<file path="config.mk">
export PLATFORM = sky130hd
export DESIGN_NAME = decimal_text_to_number
export DESIGN_NICKNAME = d
export VERILOG_FILES = /design/src/sv/dttn_pkg.sv /design/src/sv/dttn_datapath.sv /design/src/sv/dttn_ctrl.sv /design/src/sv/decimal_text_to_number.sv
export SDC_FILE = /design/constraint.sdc
export NUM_CORES = 1
export LEC_CHECK = 0
export ABC_AREA = 0
export BUFFER_PORTS_ARGS = -buffer_cell sky130_fd_sc_hd__buf_4
export CORE_MARGIN = 10
export CORE_UTILIZATION = 40
export DETAILED_ROUTE_END_ITERATION = 12
export MAX_ROUTING_LAYER = met4
export PLACE_DENSITY_LB_ADDON = 0.08
export REMOVE_ABC_BUFFERS = 1
export SLEW_MARGIN = 0
export SYNTH_ARGS = -nofsm -noshare
export SYNTH_HDL_FRONTEND = slang
export SYNTH_SLANG_ARGS = --single-unit
</file>
<file path="constraint.sdc">
create_clock -name aclk -period 10.9 [get_ports aclk]
set_input_delay 1.09 -clock aclk [delete_from_list [all_inputs] [get_ports aclk]]
set_output_delay 1.09 -clock aclk [all_outputs]
set_load 0.05 [all_outputs]
</file>
<file path="src/sv/dttn_pkg.sv">
// Shared constants, tables and control types of the decimal text parser.
`default_nettype none

package dttn_pkg;

    // Result format.
    localparam int VALUE_BITS      = 48;
    localparam int FRAC_BITS       = 16;
    localparam int MAX_FRAC_DIGITS = 9;

    // The magnitude is one bit narrower than the signed value.
    localparam int MAG_W = VALUE_BITS - 1;
    localparam logic [MAG_W-1:0] MAG_MAX = {MAG_W{1'b1}};

    // The scaled numerator is the mantissa shifted left by the fraction bits.
    localparam int NUM_W  = MAG_W + FRAC_BITS;
    localparam int DCNT_W = $clog2(NUM_W);

    // The divisor is a power of ten up to ten to the MAX_FRAC_DIGITS.
    localparam longint unsigned POW10_MAX = 64'd10 ** MAX_FRAC_DIGITS;
    localparam int DIV_W = $clog2(POW10_MAX + 64'd1);

    // Fraction digit count and consumed character count.
    localparam int FD_W    = 4;
    localparam int COUNT_W = 6;
    localparam logic [COUNT_W-1:0] COUNT_MAX = {COUNT_W{1'b1}};

    // Character codes.
    localparam logic [7:0] CHAR_ZERO  = 8'h30;
    localparam logic [7:0] CHAR_NINE  = 8'h39;
    localparam logic [7:0] CHAR_POINT = 8'h2E;
    localparam logic [7:0] CHAR_MINUS = 8'h2D;
    localparam logic [7:0] CHAR_PLUS  = 8'h2B;

    typedef logic [DIV_W-1:0] pow10_tab_t [0:(1 << FD_W) - 1];

    // Powers of ten indexed by the fraction digit count; entries past the
    // digit limit repeat the largest power.
    function automatic pow10_tab_t make_pow10_tab();
        pow10_tab_t     tab;
        longint unsigned p;
        p = 64'd1;
        for (int i = 0; i < (1 << FD_W); i++) begin
            tab[i] = DIV_W'(p);
            if (i < MAX_FRAC_DIGITS) begin
                p = p * 64'd10;
            end
        end
        return tab;
    endfunction

    localparam pow10_tab_t POW10_TAB = make_pow10_tab();

    // Commands from the controller to the datapath.
    typedef struct packed {
        logic load_sign;
        logic add_digit;
        logic count_frac;
        logic mark_digit;
        logic count_char;
        logic capture_stop;
        logic div_start;
        logic div_step;
        logic load_result;
    } dttn_cmd_t;

    // Status from the datapath to the controller.
    typedef struct packed {
        logic is_sign;
        logic is_digit;
        logic is_point;
        logic frac_mode;
        logic frac_full;
        logic div_last;
        logic out_free;
    } dttn_stat_t;

endpackage

`default_nettype wire

</file>
<file path="src/sv/dttn_datapath.sv">
// Datapath of the decimal text parser: mantissa, counters, divider, result register.
`default_nettype none

module dttn_datapath
    import dttn_pkg::*;
(
    input  wire logic                  aclk,
    input  wire logic                  aresetn,
    input  wire logic                  cfg_valid,
    input  wire logic                  cfg_data,
    input  wire logic [7:0]            s_character,
    input  wire dttn_cmd_t             cmd,
    output dttn_stat_t                 stat,
    input  wire logic                  m_ready,
    output logic                       m_valid,
    output logic signed [VALUE_BITS-1:0] m_value,
    output logic                       m_digits_seen,
    output logic                       m_overflowed,
    output logic [COUNT_W-1:0]         m_consumed_count,
    output logic [7:0]                 m_stop_character
);

    logic                  frac_mode_reg;
    logic                  neg_reg,   neg_next;
    logic                  any_reg,   any_next;
    logic                  sat_reg,   sat_next;
    logic [MAG_W-1:0]      mant_reg,  mant_next;
    logic [FD_W-1:0]       fd_reg,    fd_next;
    logic [COUNT_W-1:0]    count_reg, count_next;
    logic                  scale_reg;
    logic [7:0]            stop_reg;
    logic [NUM_W-1:0]      num_reg;
    logic [DIV_W-1:0]      rem_reg;
    logic [DIV_W-1:0]      div_reg;
    logic [DCNT_W-1:0]     dcnt_reg;
    logic                  out_valid_reg;
    logic signed [VALUE_BITS-1:0] out_value_reg;
    logic                  out_digits_reg;
    logic                  out_ovf_reg;
    logic [COUNT_W-1:0]    out_count_reg;
    logic [7:0]            out_stop_reg;

    logic [3:0]            digit;
    logic [MAG_W+3:0]      mant_x10;
    logic [DIV_W:0]        rem_shift;
    logic                  rem_ge;
    logic                  quot_over;
    logic [MAG_W-1:0]      mag;
    logic                  ovf;
    logic [VALUE_BITS-1:0] mag_ext;

    // Character classification.
    assign digit          = 4'(s_character - CHAR_ZERO);
    assign stat.is_digit  = (s_character >= CHAR_ZERO) && (s_character <= CHAR_NINE);
    assign stat.is_sign   = (s_character == CHAR_PLUS) || (s_character == CHAR_MINUS);
    assign stat.is_point  = (s_character == CHAR_POINT);
    assign stat.frac_mode = frac_mode_reg;
    assign stat.frac_full = (fd_reg >= FD_W'(MAX_FRAC_DIGITS));
    assign stat.div_last  = (dcnt_reg == DCNT_W'(NUM_W - 1));
    assign stat.out_free  = !out_valid_reg || m_ready;

    // Mantissa times ten plus the digit, by shift and add.
    assign mant_x10 = ({4'b0, mant_reg} << 3) + ({4'b0, mant_reg} << 1)
                    + (MAG_W + 4)'(digit);

    // Parse state update.
    always_comb begin
        neg_next   = neg_reg;
        any_next   = any_reg;
        sat_next   = sat_reg;
        mant_next  = mant_reg;
        fd_next    = fd_reg;
        count_next = count_reg;
        if (cmd.load_result) begin
            neg_next   = 1'b0;
            any_next   = 1'b0;
            sat_next   = 1'b0;
            mant_next  = '0;
            fd_next    = '0;
            count_next = '0;
        end else begin
            if (cmd.load_sign) begin
                neg_next = (s_character == CHAR_MINUS);
            end
            if (cmd.add_digit) begin
                if (mant_x10 > (MAG_W + 4)'(MAG_MAX)) begin
                    mant_next = MAG_MAX;
                    sat_next  = 1'b1;
                end else begin
                    mant_next = mant_x10[MAG_W-1:0];
                end
            end
            if (cmd.count_frac) begin
                fd_next = fd_reg + FD_W'(1);
            end
            if (cmd.mark_digit) begin
                any_next = 1'b1;
            end
            if (cmd.count_char && (count_reg != COUNT_MAX)) begin
                count_next = count_reg + COUNT_W'(1);
            end
        end
    end

    // One restoring division step: one quotient bit per cycle.
    assign rem_shift = {rem_reg, num_reg[NUM_W-1]};
    assign rem_ge    = (rem_shift >= {1'b0, div_reg});

    // Result magnitude, saturated, and its sign.
    assign quot_over = (num_reg > NUM_W'(MAG_MAX));
    always_comb begin
        if (scale_reg) begin
            mag = quot_over ? MAG_MAX : num_reg[MAG_W-1:0];
            ovf = sat_reg || quot_over;
        end else begin
            mag = mant_reg;
            ovf = sat_reg;
        end
    end
    assign mag_ext = {1'b0, mag};

    // Control registers.
    always_ff @(posedge aclk) begin
        if (!aresetn) begin
            frac_mode_reg <= 1'b0;
            neg_reg       <= 1'b0;
            any_reg       <= 1'b0;
            sat_reg       <= 1'b0;
            mant_reg      <= '0;
            fd_reg        <= '0;
            count_reg     <= '0;
            dcnt_reg      <= '0;
            out_valid_reg <= 1'b0;
        end else begin
            if (cfg_valid) begin
                frac_mode_reg <= cfg_data;
            end
            neg_reg   <= neg_next;
            any_reg   <= any_next;
            sat_reg   <= sat_next;
            mant_reg  <= mant_next;
            fd_reg    <= fd_next;
            count_reg <= count_next;
            if (cmd.div_start) begin
                dcnt_reg <= '0;
            end else if (cmd.div_step) begin
                dcnt_reg <= dcnt_reg + DCNT_W'(1);
            end
            if (cmd.load_result) begin
                out_valid_reg <= 1'b1;
            end else if (m_ready) begin
                out_valid_reg <= 1'b0;
            end
        end
    end

    // Payload registers: stop capture, divider and result.
    always_ff @(posedge aclk) begin
        if (cmd.capture_stop) begin
            stop_reg  <= s_character;
            scale_reg <= frac_mode_reg;
        end
        if (cmd.div_start) begin
            num_reg <= NUM_W'(mant_reg) << FRAC_BITS;
            rem_reg <= '0;
            div_reg <= POW10_TAB[fd_reg];
        end else if (cmd.div_step) begin
            num_reg <= {num_reg[NUM_W-2:0], rem_ge};
            rem_reg <= rem_ge ? DIV_W'(rem_shift - {1'b0, div_reg}) : rem_shift[DIV_W-1:0];
        end
        if (cmd.load_result) begin
            out_value_reg  <= neg_reg ? -$signed(mag_ext) : $signed(mag_ext);
            out_digits_reg <= any_reg;
            out_ovf_reg    <= ovf;
            out_count_reg  <= count_reg;
            out_stop_reg   <= stop_reg;
        end
    end

    assign m_valid          = out_valid_reg;
    assign m_value          = out_value_reg;
    assign m_digits_seen    = out_digits_reg;
    assign m_overflowed     = out_ovf_reg;
    assign m_consumed_count = out_count_reg;
    assign m_stop_character = out_stop_reg;

endmodule

`default_nettype wire

</file>
<file path="src/sv/dttn_ctrl.sv">
// Controller of the decimal text parser: parse phases, division and result hand-off.
`default_nettype none

module dttn_ctrl
    import dttn_pkg::*;
(
    input  wire logic       aclk,
    input  wire logic       aresetn,
    input  wire logic       s_valid,
    output logic            s_ready,
    input  wire dttn_stat_t stat,
    output dttn_cmd_t       cmd
);

    typedef enum logic [2:0] {
        S_SIGN,
        S_INT,
        S_FRAC,
        S_DIV,
        S_FIN
    } state_t;

    state_t state_reg, state_next;

    // Characters are taken only in the parse phases.
    assign s_ready = (state_reg == S_SIGN) || (state_reg == S_INT) || (state_reg == S_FRAC);

    // Next state and commands.
    always_comb begin
        logic stop;
        stop       = 1'b0;
        cmd        = '0;
        state_next = state_reg;
        unique case (state_reg)
            S_SIGN, S_INT: begin
                if (s_valid) begin
                    if ((state_reg == S_SIGN) && stat.is_sign) begin
                        cmd.load_sign  = 1'b1;
                        cmd.count_char = 1'b1;
                        state_next     = S_INT;
                    end else if (stat.is_digit) begin
                        cmd.add_digit  = 1'b1;
                        cmd.mark_digit = 1'b1;
                        cmd.count_char = 1'b1;
                        state_next     = S_INT;
                    end else if (stat.is_point && stat.frac_mode) begin
                        cmd.count_char = 1'b1;
                        state_next     = S_FRAC;
                    end else begin
                        stop = 1'b1;
                    end
                end
            end
            S_FRAC: begin
                if (s_valid) begin
                    if (stat.is_digit) begin
                        // Digits past the limit are counted but dropped.
                        cmd.add_digit  = !stat.frac_full;
                        cmd.count_frac = !stat.frac_full;
                        cmd.mark_digit = 1'b1;
                        cmd.count_char = 1'b1;
                    end else begin
                        stop = 1'b1;
                    end
                end
            end
            S_DIV: begin
                cmd.div_step = 1'b1;
                if (stat.div_last) begin
                    state_next = S_FIN;
                end
            end
            S_FIN: begin
                if (stat.out_free) begin
                    cmd.load_result = 1'b1;
                    state_next      = S_SIGN;
                end
            end
            default: begin
                state_next = S_SIGN;
            end
        endcase

        // A stopping character ends the number; fraction mode scales it first.
        if (stop) begin
            cmd.capture_stop = 1'b1;
            if (stat.frac_mode) begin
                cmd.div_start = 1'b1;
                state_next    = S_DIV;
            end else begin
                state_next = S_FIN;
            end
        end
    end

    // State register.
    always_ff @(posedge aclk) begin
        if (!aresetn) begin
            state_reg <= S_SIGN;
        end else begin
            state_reg <= state_next;
        end
    end

endmodule

`default_nettype wire

</file>
<file path="src/sv/decimal_text_to_number.sv">
// Top level of the decimal text parser: controller, datapath and ports.
// Characters are taken one per cycle while a number is being parsed.
// Integer mode: the result is loaded in S_FIN once the output is free.
// Fraction mode: a bit-serial divider in S_DIV first scales the NUM_W (63)-bit numerator.
// The input is not ready between the stopping character and the result load.
// Reset (aresetn, synchronous, active low) clears fraction_mode and the parse.
`default_nettype none

module decimal_text_to_number
    import dttn_pkg::*;
(
    input  wire logic                    aclk,
    input  wire logic                    aresetn,
    input  wire logic                    cfg_valid,
    output logic                         cfg_ready,
    input  wire logic                    cfg_data,
    input  wire logic                    s_valid,
    output logic                         s_ready,
    input  wire logic [7:0]              s_character,
    output logic                         m_valid,
    input  wire logic                    m_ready,
    output logic signed [VALUE_BITS-1:0] m_value,
    output logic                         m_digits_seen,
    output logic                         m_overflowed,
    output logic [COUNT_W-1:0]           m_consumed_count,
    output logic [7:0]                   m_stop_character
);

    dttn_cmd_t  cmd;
    dttn_stat_t stat;

    // The mode register is always writable.
    assign cfg_ready = 1'b1;

    dttn_ctrl u_ctrl (
        .aclk    (aclk),
        .aresetn (aresetn),
        .s_valid (s_valid),
        .s_ready (s_ready),
        .stat    (stat),
        .cmd     (cmd)
    );

    dttn_datapath u_datapath (
        .aclk             (aclk),
        .aresetn          (aresetn),
        .cfg_valid        (cfg_valid),
        .cfg_data         (cfg_data),
        .s_character      (s_character),
        .cmd              (cmd),
        .stat             (stat),
        .m_ready          (m_ready),
        .m_valid          (m_valid),
        .m_value          (m_value),
        .m_digits_seen    (m_digits_seen),
        .m_overflowed     (m_overflowed),
        .m_consumed_count (m_consumed_count),
        .m_stop_character (m_stop_character)
    );

endmodule

`default_nettype wire

</file>
Word-level counts from Yosys, hierarchy flattened

Memory sizes are Yosys's and may differ from the RTL's. A register that Yosys moved wholly into a read port is not among the register bits.
Cells that the tools add are included.

Register bits: 237
ROM bits: 480
Word-level logic and storage cells: 116
Memories: 1

Memory list:

| name            | depth | width | read ports | clocked after memory_dff | wr ports | RTL line             | source |
|---|---|---|---|---|---|---|---|
| (no name shown) | 16    | 30    | 1          | 1                        | 0        | dttn_datapath.sv:166 | `div_reg <= POW10_TAB[fd_reg];` |

Add/subtract/negate cells: 8
Magnitude comparators: 6
Eq/ne operators: 14
Multiplexer cells: 45
Bitwise gates (word level): 2
Reductions and logical operators: 19

Operators with widths:

| kind                 | count |
|---|---|
| $mux 47              | 4 |
| $mux 63              | 2 |
| $gt 63x47->1 const B | 1 |
| $add 50x48->51       | 1 |
| $add 51x4->51        | 1 |
| $gt 51x47->1 const B | 1 |
| $neg 47->48          | 1 |
| $ge 31x30->1         | 1 |
| $mux 30              | 1 |
| $sub 30x30->30       | 1 |
| $eq 8x6->1 const B   | 3 |
| $mux 3               | 8 |
| $mux 1               | 21 |
| $add 6x1->6 const B  | 2 |
| $pmux 3 s4           | 1 |
| $ne 3x2->1 const B   | 3 |
| $ge 8x6->1 const B   | 1 |
| $le 8x6->1 const B   | 1 |
| $mux 4               | 2 |
| $eq 3x2->1 const B   | 2 |
| $eq 6x6->1 const B   | 1 |
| $mux 2               | 3 |
| $ne 6x6->1 const B   | 1 |
| $reduce_or 2->1      | 3 |
| other kinds (18)     | 28 |

Longest topological paths before layout

Gate-level depths: netlist (run 1).

Depth after elaboration: 9
Depth in mapped cells: 20
Depth with buffers taken out: 14

Modules after synthesis

From an unflattened synthesis (run 1), not the netlist that was laid out.

Cell total of the unflattened synthesis: 1947
Area, all modules: 17174.0 um^2

Modules (own cells, without submodules):

| module                 | times used | cells an instance | area each (um^2) | sequential area each (um^2) |
|---|---|---|---|---|
| dttn_datapath          | 1          | 1884              | 16706.0          | 6576.3 |
| dttn_ctrl              | 1          | 61                | 456.7            | 60.1 |
| decimal_text_to_number | 1          | 2                 | 11.3             | 0.0 |

Worst setup path after synthesis (run 1)

Ideal clock, no wire load.

Path type: reg2reg
From: register u_datapath.scale_reg
To: register u_datapath.out_value_reg[46], in the netlist u_datapath.m_value[46] (data pin)
Data arrival time: 4.618 ns
Required time: 10.635 ns
Slack: 6.018 ns
Stages on the path, launching flop included: 20
Cells stage by stage: edfxtp_1 -> clkbuf_8 -> buf_6 -> clkbuf_1 -> clkbuf_8 -> clkbuf_1 -> clkbuf_8 -> clkbuf_1 -> clkbuf_1 -> a21oi_1 -> inv_1 -> ha_1 -> o21a_1 -> o2111ai_1 -> or3_1 -> or4_4 -> or4_1 -> or2_1 -> o21ai_1 -> xnor2_1

Word-level cells in the longest chain between the ends: 3

Ends and longest elaborated chain:

| element                     | RTL line             | source |
|---|---|---|
| start: declaration          | dttn_datapath.sv:30  | `logic scale_reg;` |
| start signal: assignment    | dttn_datapath.sv:161 | `scale_reg <= frac_mode_reg;` |
| $mux 47                     | dttn_datapath.sv:112 | `if (scale_reg) begin` |
| named net u_datapath.mag[0] | dttn_datapath.sv:48  | `logic [MAG_W-1:0] mag;` |
| $neg 47->48                 | dttn_datapath.sv:172 | `out_value_reg <= neg_reg ? -$signed(mag_ext) : $signed(mag_ext);` |
| $mux 47                     | dttn_datapath.sv:172 |  |
| end signal: assignment      | dttn_datapath.sv:172 |  |
| end: declaration            | dttn_datapath.sv:37  | `logic signed [VALUE_BITS-1:0] out_value_reg;` |

The timed path passes the listed nets, and every way through them passes these cells.
A chain may end at the register's enable or synchronous reset.

Worst setup path after layout (run 1)

From: input port s_character[3]
To: register u_datapath.mant_reg[13]

Word-level cells in the longest chain between the ends: 6
Elaborated cells between the ends (all ways): 17
Those cells by class: add/sub: 2; order compare: 3; eq/ne: 2; mux: 7; reduce/logical: 3

Ends and longest elaborated chain:

| element                                               | RTL line                     | source |
|---|---|---|
| start: declaration                                    | decimal_text_to_number.sv:19 | `input wire logic [7:0] s_character,` |
| branches (longest 6 deep; another with $add 51x4->51) | n/a                          |  |
| end signal: assignment                                | dttn_datapath.sv:141         | `mant_reg <= mant_next;` |
| end: declaration                                      | dttn_datapath.sv:27          | `logic [MAG_W-1:0] mant_reg, mant_next;` |

Parallel ways; which one is timed is not known.

==> impl_metrics.env, run 1 <==
export IMPL_outcome="finished clean"
export IMPL_p_total_mw=3.163
export IMPL_cp_buffers_inverters=4
export IMPL_clkPwrFrac_pct=33.6
export IMPL_cap_violations=0
export IMPL_crit_arrival_ns=5.94
export IMPL_cp_max_fo=36
export IMPL_ys_seq_elements=260
export IMPL_synth_edf_count=143
export IMPL_postRouteAntennaNets=0
export IMPL_num_rows=75
export IMPL_fin_crit_sh_pct=50.63
export IMPL_yosysSeqAreaShare_pct=39.33
export IMPL_overflow=0
export IMPL_maxSlewViolCount=0
export IMPL_crit_path_end_kind="flop"
export IMPL_rrSetupSlack_ns=5.54
export IMPL_nets=2053
export IMPL_synth_compound_area_share_pct=21.71
export IMPL_cellLeakagePower_nw=7.396
export IMPL_grt_max_degree=96
export IMPL_drive_gt1_share_pct=9.709
export IMPL_root_buffer="clkbuf_16"
export IMPL_setup_viol=0
export IMPL_grt_pass1_vias=13500
export IMPL_hpwl_um=36400
export IMPL_relSlewSlack_pct=30.47
export IMPL_tns_ns=0
export IMPL_routedWlPerCell_um=20.19
export IMPL_synth_fa_ha_area_share_pct=10.37
export IMPL_syn_avg_cell_area_um2=8.984
export IMPL_first_iter_violations=1223
export IMPL_cp_start_kind="input pin"
export IMPL_area_delta_synth_final_pct=11.73
export IMPL_totalWireLength_um=49760
export IMPL_p_comb_share_pct=27.7
export IMPL_synth_distinct_cells=83
export IMPL_clockBufferDepth=3
export IMPL_vias=14290
export IMPL_ctsHoldBuffers=0
export IMPL_worstMarginPinSlew_ns=1.041
export IMPL_io_buffers=79
export IMPL_crit_type="in -> reg"
export IMPL_clk_pin_slew_ns=0.06
export IMPL_synth_area_mux_share_pct=1.387
export IMPL_finClkSkew_ns=0.03746
export IMPL_synth_simple_area_share_pct=16.40
export IMPL_core_um2=41850
export IMPL_die_area_um2=50800
export IMPL_pwr_share_seq_pct=38.7
export IMPL_yosys_area_top_type="edfxtp_1"
export IMPL_intPower_mw=2.121
export IMPL_synth_top_family_by_area="compound AO/OA/AOI/OAI gates"
export IMPL_ys_async_sr_fraction_pct=0
export IMPL_grtUsageTotal_pct=19.52
export IMPL_cts_repair_resize_count=0
export IMPL_syn_inst=1878
export IMPL_cp_required_ns=11.32
export IMPL_die_h_um=225.4
export IMPL_hp_class="reg -> reg"
export IMPL_crit_path_top_delay_cell="a221oi_1"
export IMPL_switching_share_pct=32.96
export IMPL_yosysWarnings=0
export IMPL_syn_area_um2=16870
export IMPL_cts_tree="built"
export IMPL_synth_area_top_cells="edfxtp_1 (25%), dfxtp_1 (14%), ha_1 (10%)"
export IMPL_grt_pass1_wl_um=77170
export IMPL_ir_drop_mv=0.1353
export IMPL_rsz0062_at_grt="no"
export IMPL_numCtsBuffers=31
export IMPL_dr_pass1_iters=5
export IMPL_crit_family="compound AO/OA/AOI/OAI gates"
export IMPL_max_freq_ghz=0.1812
export IMPL_htree_levels=1
export IMPL_switchingPower_mw=1.042
export IMPL_hold_viol_final=0
export IMPL_ys_top_cells_by_count="o21ai_0 (198), nand2_1 (167), edfxtp_1 (143)"
export IMPL_yosysTopAreaCellShare_pct=25.45
export IMPL_powerDensity_nw_per_um2=167.8
export IMPL_via_per_inst=5.796
export IMPL_cts_sinks=260
export IMPL_io_pins=81
export IMPL_drc=0
export IMPL_place_congestion=0.9193
export IMPL_cts_setup_buffers=0
export IMPL_synth_most_common_cell="o21ai_0"
export IMPL_max_stage_delay_ns=0.59
export IMPL_antennaDiodeCount=0
export IMPL_fin_crit_ns=5.519
export IMPL_largest_reg_flops=63
export IMPL_synthXorXnorAreaFrac_pct=6.333
export IMPL_start_util_pct=40.31
export IMPL_antenna_found_initial=0
export IMPL_cp_cell_sequence="buf_4, inv_1, fa_1, inv_1, fa_1, a21o_1, a221oi_1, a311oi_1, o311a_1, o21ai_0, o21ai_0, xnor2_1, o311ai_0, a21oi_4, buf_4, a31oi_1"
export IMPL_clk_latency_ns=0.59
export IMPL_die_width_um=225.4
export IMPL_synth_flop_cell="edfxtp_1"
## logic make-up (layout without fill, tap and decap cells)
| family | after synthesis | in the layout |
|---|---|---|
| AOI/OAI and AO/OA | 587 | 587 |
| xor gates and xnor gates | 122 | 122 |
| adders and majority gates | 138 | 138 |
| buffers and inverters | 174 | 222 |
| DFF | 260 | 260 |
| muxes | 23 | 23 |
| other | 1 | 1 |
| and+or+nand+nor | 573 | 573 |
## metal layers
| layer | GRT usage, % | vias up | share of wire (%) |
|---|---|---|---|
| met2 | 29.66 | 339 | 45 |
| met4 | 3.551 | 0 | 1.6 |
| met5 | - | - | 0 |
| li1 | - | 7014 | - |
| met3 | 2.511 | 44 | 4.9 |
| met1 | 27.48 | 6891 | 49 |
## placed cells by master, fill, tap and decap left out, drive strengths merged, types with 11 or more instances in the layout
master	synthesis	layout
a21oi	114	114
ha	135	135
o21a	13	13
nand2b	17	17
xnor2	72	72
o211ai	11	11
xor2	50	50
nand3	47	47
buf	13	95
o22ai	20	20
nand2	167	167
mux2i	20	20
nor4	19	19
edfxtp	143	143
nor2	139	139
nor2b	12	12
o31ai	11	11
o21ai	201	201
clkbuf	91	41
or2	13	13
nor3	72	72
inv	69	71
dfxtp	117	117
a22o	44	44
or3	24	24
nand4	22	22
a31oi	63	63
a21o	35	35
## worst paths after layout
path | start | to | cells after the start
hold / removal | u_datapath.stop_reg[7] | u_datapath.m_stop_character[7] | 0
hold reg to reg | u_datapath.stop_reg[7] | u_datapath.m_stop_character[7] | 0
setup reg to reg | u_datapath.mant_reg[2] | u_datapath.mant_reg[13] | 15
setup / recovery | s_character[3] | u_datapath.mant_reg[13] | 16
## power groups by stage
stage / combinational [mW] / clock (mW) / sequential [mW]
2_1_floorplan: 0.636 / 0 / 1.25
3_3_place_gp: 0.865 / 0 / 1.24
3_5_place_dp: 0.871 / 0 / 1.24
4_1_cts: 0.875 / 1.09 / 1.22
5_1_grt: 0.981 / 1.13 / 1.24
6_report: 0.875 / 1.06 / 1.22
## per-stage QoR
step                      hold WS, ns  cells  instance area [um2]  worst slack, ns  utilization (%)
final                          0.4187   2465                18850            5.381            45.04
after global routing           0.4322   2465                18850            5.152            45.04
after CTS                      0.4198   2465                18850            5.377            45.04
after detailed placement       0.4054   2407                17800            4.793            42.54
after global placement         0.4029   2407                17800            4.806            42.54
after floorplan                0.4003   1773                16380            4.367                -
## worst register-to-register path: cells and delay by family, from the launching register on
| kind | cells | cell delay [ns] |
|---|---|---|
| fa+ha+maj | 2 | 0.95 |
| compound gates | 9 | 2.96 |
| xor+xnor | 1 | 0.17 |
| buf+inv | 3 | 0.66 |
| flops | 1 | 0.43 |
## area by class of cell
type	instances	area, um2
fillers	4057	23000
multi-input cells	1444	9518
flip-flops and latches	260	6638
clock buffers	41	874.6
repair buffers	95	713.2
well taps	539	674.4
inverters	69	259.0
clock inverters	17	175.2
No activity file was read; power rests on OpenSTA's default activity.
==> run 2: changes to the inputs <==
- ABC_AREA: 0 -> 1
- clock period: 10.9 -> 5.65 ns (I/O delays scaled with it)
==> impl_metrics.env, run 2 <==
export IMPL_p_comb_share_pct=39.6
export IMPL_start_util_pct=40.24
export IMPL_root_buffer="clkbuf_16"
export IMPL_synth_area_top_cells="edfxtp_1 (22%), nand2_1 (15%), dfxtp_1 (12%)"
export IMPL_place_congestion=0.9767
export IMPL_relSlewSlack_pct=40.49
export IMPL_intPower_mw=4.564
export IMPL_antenna_found_initial=0
export IMPL_setup_viol=0
export IMPL_multi_input_area_um2=10530
export IMPL_area_delta_synth_final_pct=11.58
export IMPL_clk_pin_slew_ns=0.06
export IMPL_grtUsageTotal_pct=21.61
export IMPL_clkPwrFrac_pct=27.3
export IMPL_fin_crit_ns=3.554
export IMPL_finClkSkew_ns=0.01907
export IMPL_r2r_end="u_datapath.mant_reg[0]"
export IMPL_die_width_um=238.7
export IMPL_powerDensity_nw_per_um2=369.5
export IMPL_drc=0
export IMPL_ys_seq_elements=260
export IMPL_cp_max_fo=44
export IMPL_synth_most_common_cell="nand2_1"
export IMPL_syn_avg_cell_area_um2=7.047
export IMPL_antennaDiodeCount=0
export IMPL_worstRegToRegCells=16
export IMPL_maxSlewViolCount=0
export IMPL_drive_gt1_share_pct=7.860
export IMPL_largest_reg_flops=63
export IMPL_switchingPower_mw=3.323
export IMPL_overflow=0
export IMPL_hold_depth=2
export IMPL_totalWireLength_um=60340
export IMPL_yosysSeqAreaShare_pct=34.69
export IMPL_nets=2925
export IMPL_cts_sinks=260
export IMPL_fin_util_pct=44.90
export IMPL_worstMarginPinSlew_ns=0.8927
export IMPL_dr_pass1_iters=5
export IMPL_pwr_share_seq_pct=33.2
export IMPL_num_rows=80
export IMPL_htree_levels=2
export IMPL_ctsHoldBuffers=0
export IMPL_synth_distinct_cells=54
export IMPL_cts_setup_buffers=0
export IMPL_routedWlPerCell_um=17.67
export IMPL_hold_path_startpoint="cfg_valid"
export IMPL_crit_type="reg -> reg"
export IMPL_seq_area_um2=6636
export IMPL_grt_pass1_vias=16800
export IMPL_hpwl_um=47500
export IMPL_rrSetupSlack_ns=2.10
export IMPL_crit_arrival_ns=4.05
export IMPL_hp_class="in -> reg"
export IMPL_fin_crit_sh_pct=62.90
export IMPL_clockBufferDepth=3
export IMPL_die_area_um2=56980
export IMPL_cts_tree="built"
export IMPL_ys_async_sr_fraction_pct=0
export IMPL_max_freq_ghz=0.2814
export IMPL_cap_violations=0
export IMPL_yosysTopAreaCellShare_pct=22.44
export IMPL_via_per_inst=5.138
export IMPL_core_um2=47550
export IMPL_die_h_um=238.7
export IMPL_ys_top_cells_by_count="nand2_1 (784), inv_1 (420), nor2_1 (236)"
export IMPL_crit_path_end_kind="flop"
export IMPL_fillers=4978
export IMPL_first_iter_violations=1214
export IMPL_grt_pass1_wl_um=94810
export IMPL_yosys_area_top_type="edfxtp_1"
export IMPL_outcome="finished clean"
export IMPL_r2r_start="u_datapath.mant_reg[34]"
export IMPL_hold_viol_final=0
export IMPL_syn_inst=2715
export IMPL_yosysWarnings=0
export IMPL_layout_common_cells="nand2_1 (782), inv_1 (420), nor2_1 (235)"
export IMPL_switching_share_pct=42.13
export IMPL_whs_endpoint="u_datapath.frac_mode_reg"
export IMPL_numCtsBuffers=34
export IMPL_ir_drop_mv=0.2312
export IMPL_cts_repair_resize_count=0
export IMPL_grt_max_degree=73
export IMPL_synth_flop_cell="edfxtp_1"
export IMPL_tns_ns=0
export IMPL_clk_latency_ns=0.56
export IMPL_postRouteAntennaNets=0
export IMPL_vias=17540
export IMPL_final_cell_area_um2=21350
export IMPL_rsz0062_at_grt="no"
export IMPL_cp_start_kind="flop"
export IMPL_cp_required_ns=6.14
export IMPL_cellLeakagePower_nw=10.40
export IMPL_synth_edf_count=143
export IMPL_io_pins=81
export IMPL_final_common_cell="nand2_1"
export IMPL_io_buffers=79
export IMPL_placedInstanceArea_um2=20240
export IMPL_syn_area_um2=19130
[run 2: changes by cell type in the layout (fill, tap and decap cells not counted), moves of 44 or more]
cell	delta
nand2_1	+615
inv_1	+354
nor2_1	+97
nand3_1	+92
a31oi_1	-57
nor3_1	-44
[run 2: area by class of cell]
| type | instances | area share (%) |
|---|---|---|
| clock buffers | 46 | 4.437 |
| clock inverters | 16 | 0.7503 |
| inverters | 437 | 7.684 |
| multi-input cells | 1951 | 49.31 |
| flip-flops and latches | 260 | 31.09 |
| well taps | 615 | 3.605 |
| repair buffers | 89 | 3.130 |
[run 2: layer usage]
| metal | vias up | global-route usage [%] | share of wire [%] |
|---|---|---|---|
| li1 | 8906 | - | - |
| met1 | 8158 | 28.23 | 47 |
| met2 | 390 | 34.04 | 45 |
| met3 | 86 | 3.538 | 5.2 |
| met4 | 0 | 5.961 | 2.5 |
| met5 | - | - | 0 |
[run 2: metrics by stage]
stage	hold slack, ns	power [mW]	std cells	setup WS (ns)
6_report	0.1892	7.888	3414	2.096
3_3_place_gp	0.4031	5.762	3352	1.925
2_1_floorplan	0.4003	4.848	2648	1.107
5_1_grt	0.1738	8.421	3414	1.848
3_5_place_dp	0.4052	5.766	3352	1.828
4_1_cts	0.1532	7.957	3414	2.118
[run 2: worst max-delay path by stage]
stage | start | end | cells past startpoint
floorplan | u_datapath.m_valid | u_datapath.mant_reg[10] | 9
global route | u_datapath.mant_reg[34] | u_datapath.mant_reg[0] | 16
CTS | u_datapath.mant_reg[2] | u_datapath.mant_reg[29] | 16
detailed placement | s_character[3] | u_datapath.mant_reg[15] | 17
finish | u_datapath.mant_reg[34] | u_datapath.mant_reg[0] | 16
global placement | s_character[3] | u_datapath.mant_reg[28] | 17
[run 2: kinds of logic (layout without fill, tap and decap cells)]
logic type	Yosys count	in the layout	share of synthesized area [%]
AND/OR/NAND/NOR	1288	1288	28.23
buffers and inverters	504	588	10.42
AO/OA/AOI/OAI	437	437	13.47
flip-flops	260	260	34.69
adder cells (fa/ha/maj)	138	138	9.143
XOR/XNOR	79	79	3.616
multiplexers	8	8	0.4186
other	1	1	0.01960
[run 2: critical path, cell delays in order (launching register included)]
cell,delay [ns]
dfxtp_1,0.64
ha_1,0.34
ha_1,0.41
nand2_1,0.13
nor2_1,0.24
inv_1,0.08
nor2_1,0.15
nand2_1,0.11
nor2_1,0.16
nand2_1,0.10
nand3_1,0.10
nand2_1,0.05
nand2_1,0.10
nor2_4,0.05
nand2_4,0.49
nand2_1,0.14
a21oi_1,0.16
[run 2: power groups by stage]
stage / Combinational, mW / Clock, mW / Sequential, mW
floorplan: 1.85 / 0 / 3.00
CTS: 3.13 / 2.21 / 2.62
finish: 3.12 / 2.15 / 2.62
detailed placement: 3.11 / 0 / 2.65
global route: 3.48 / 2.29 / 2.65
global placement: 3.12 / 0 / 2.65
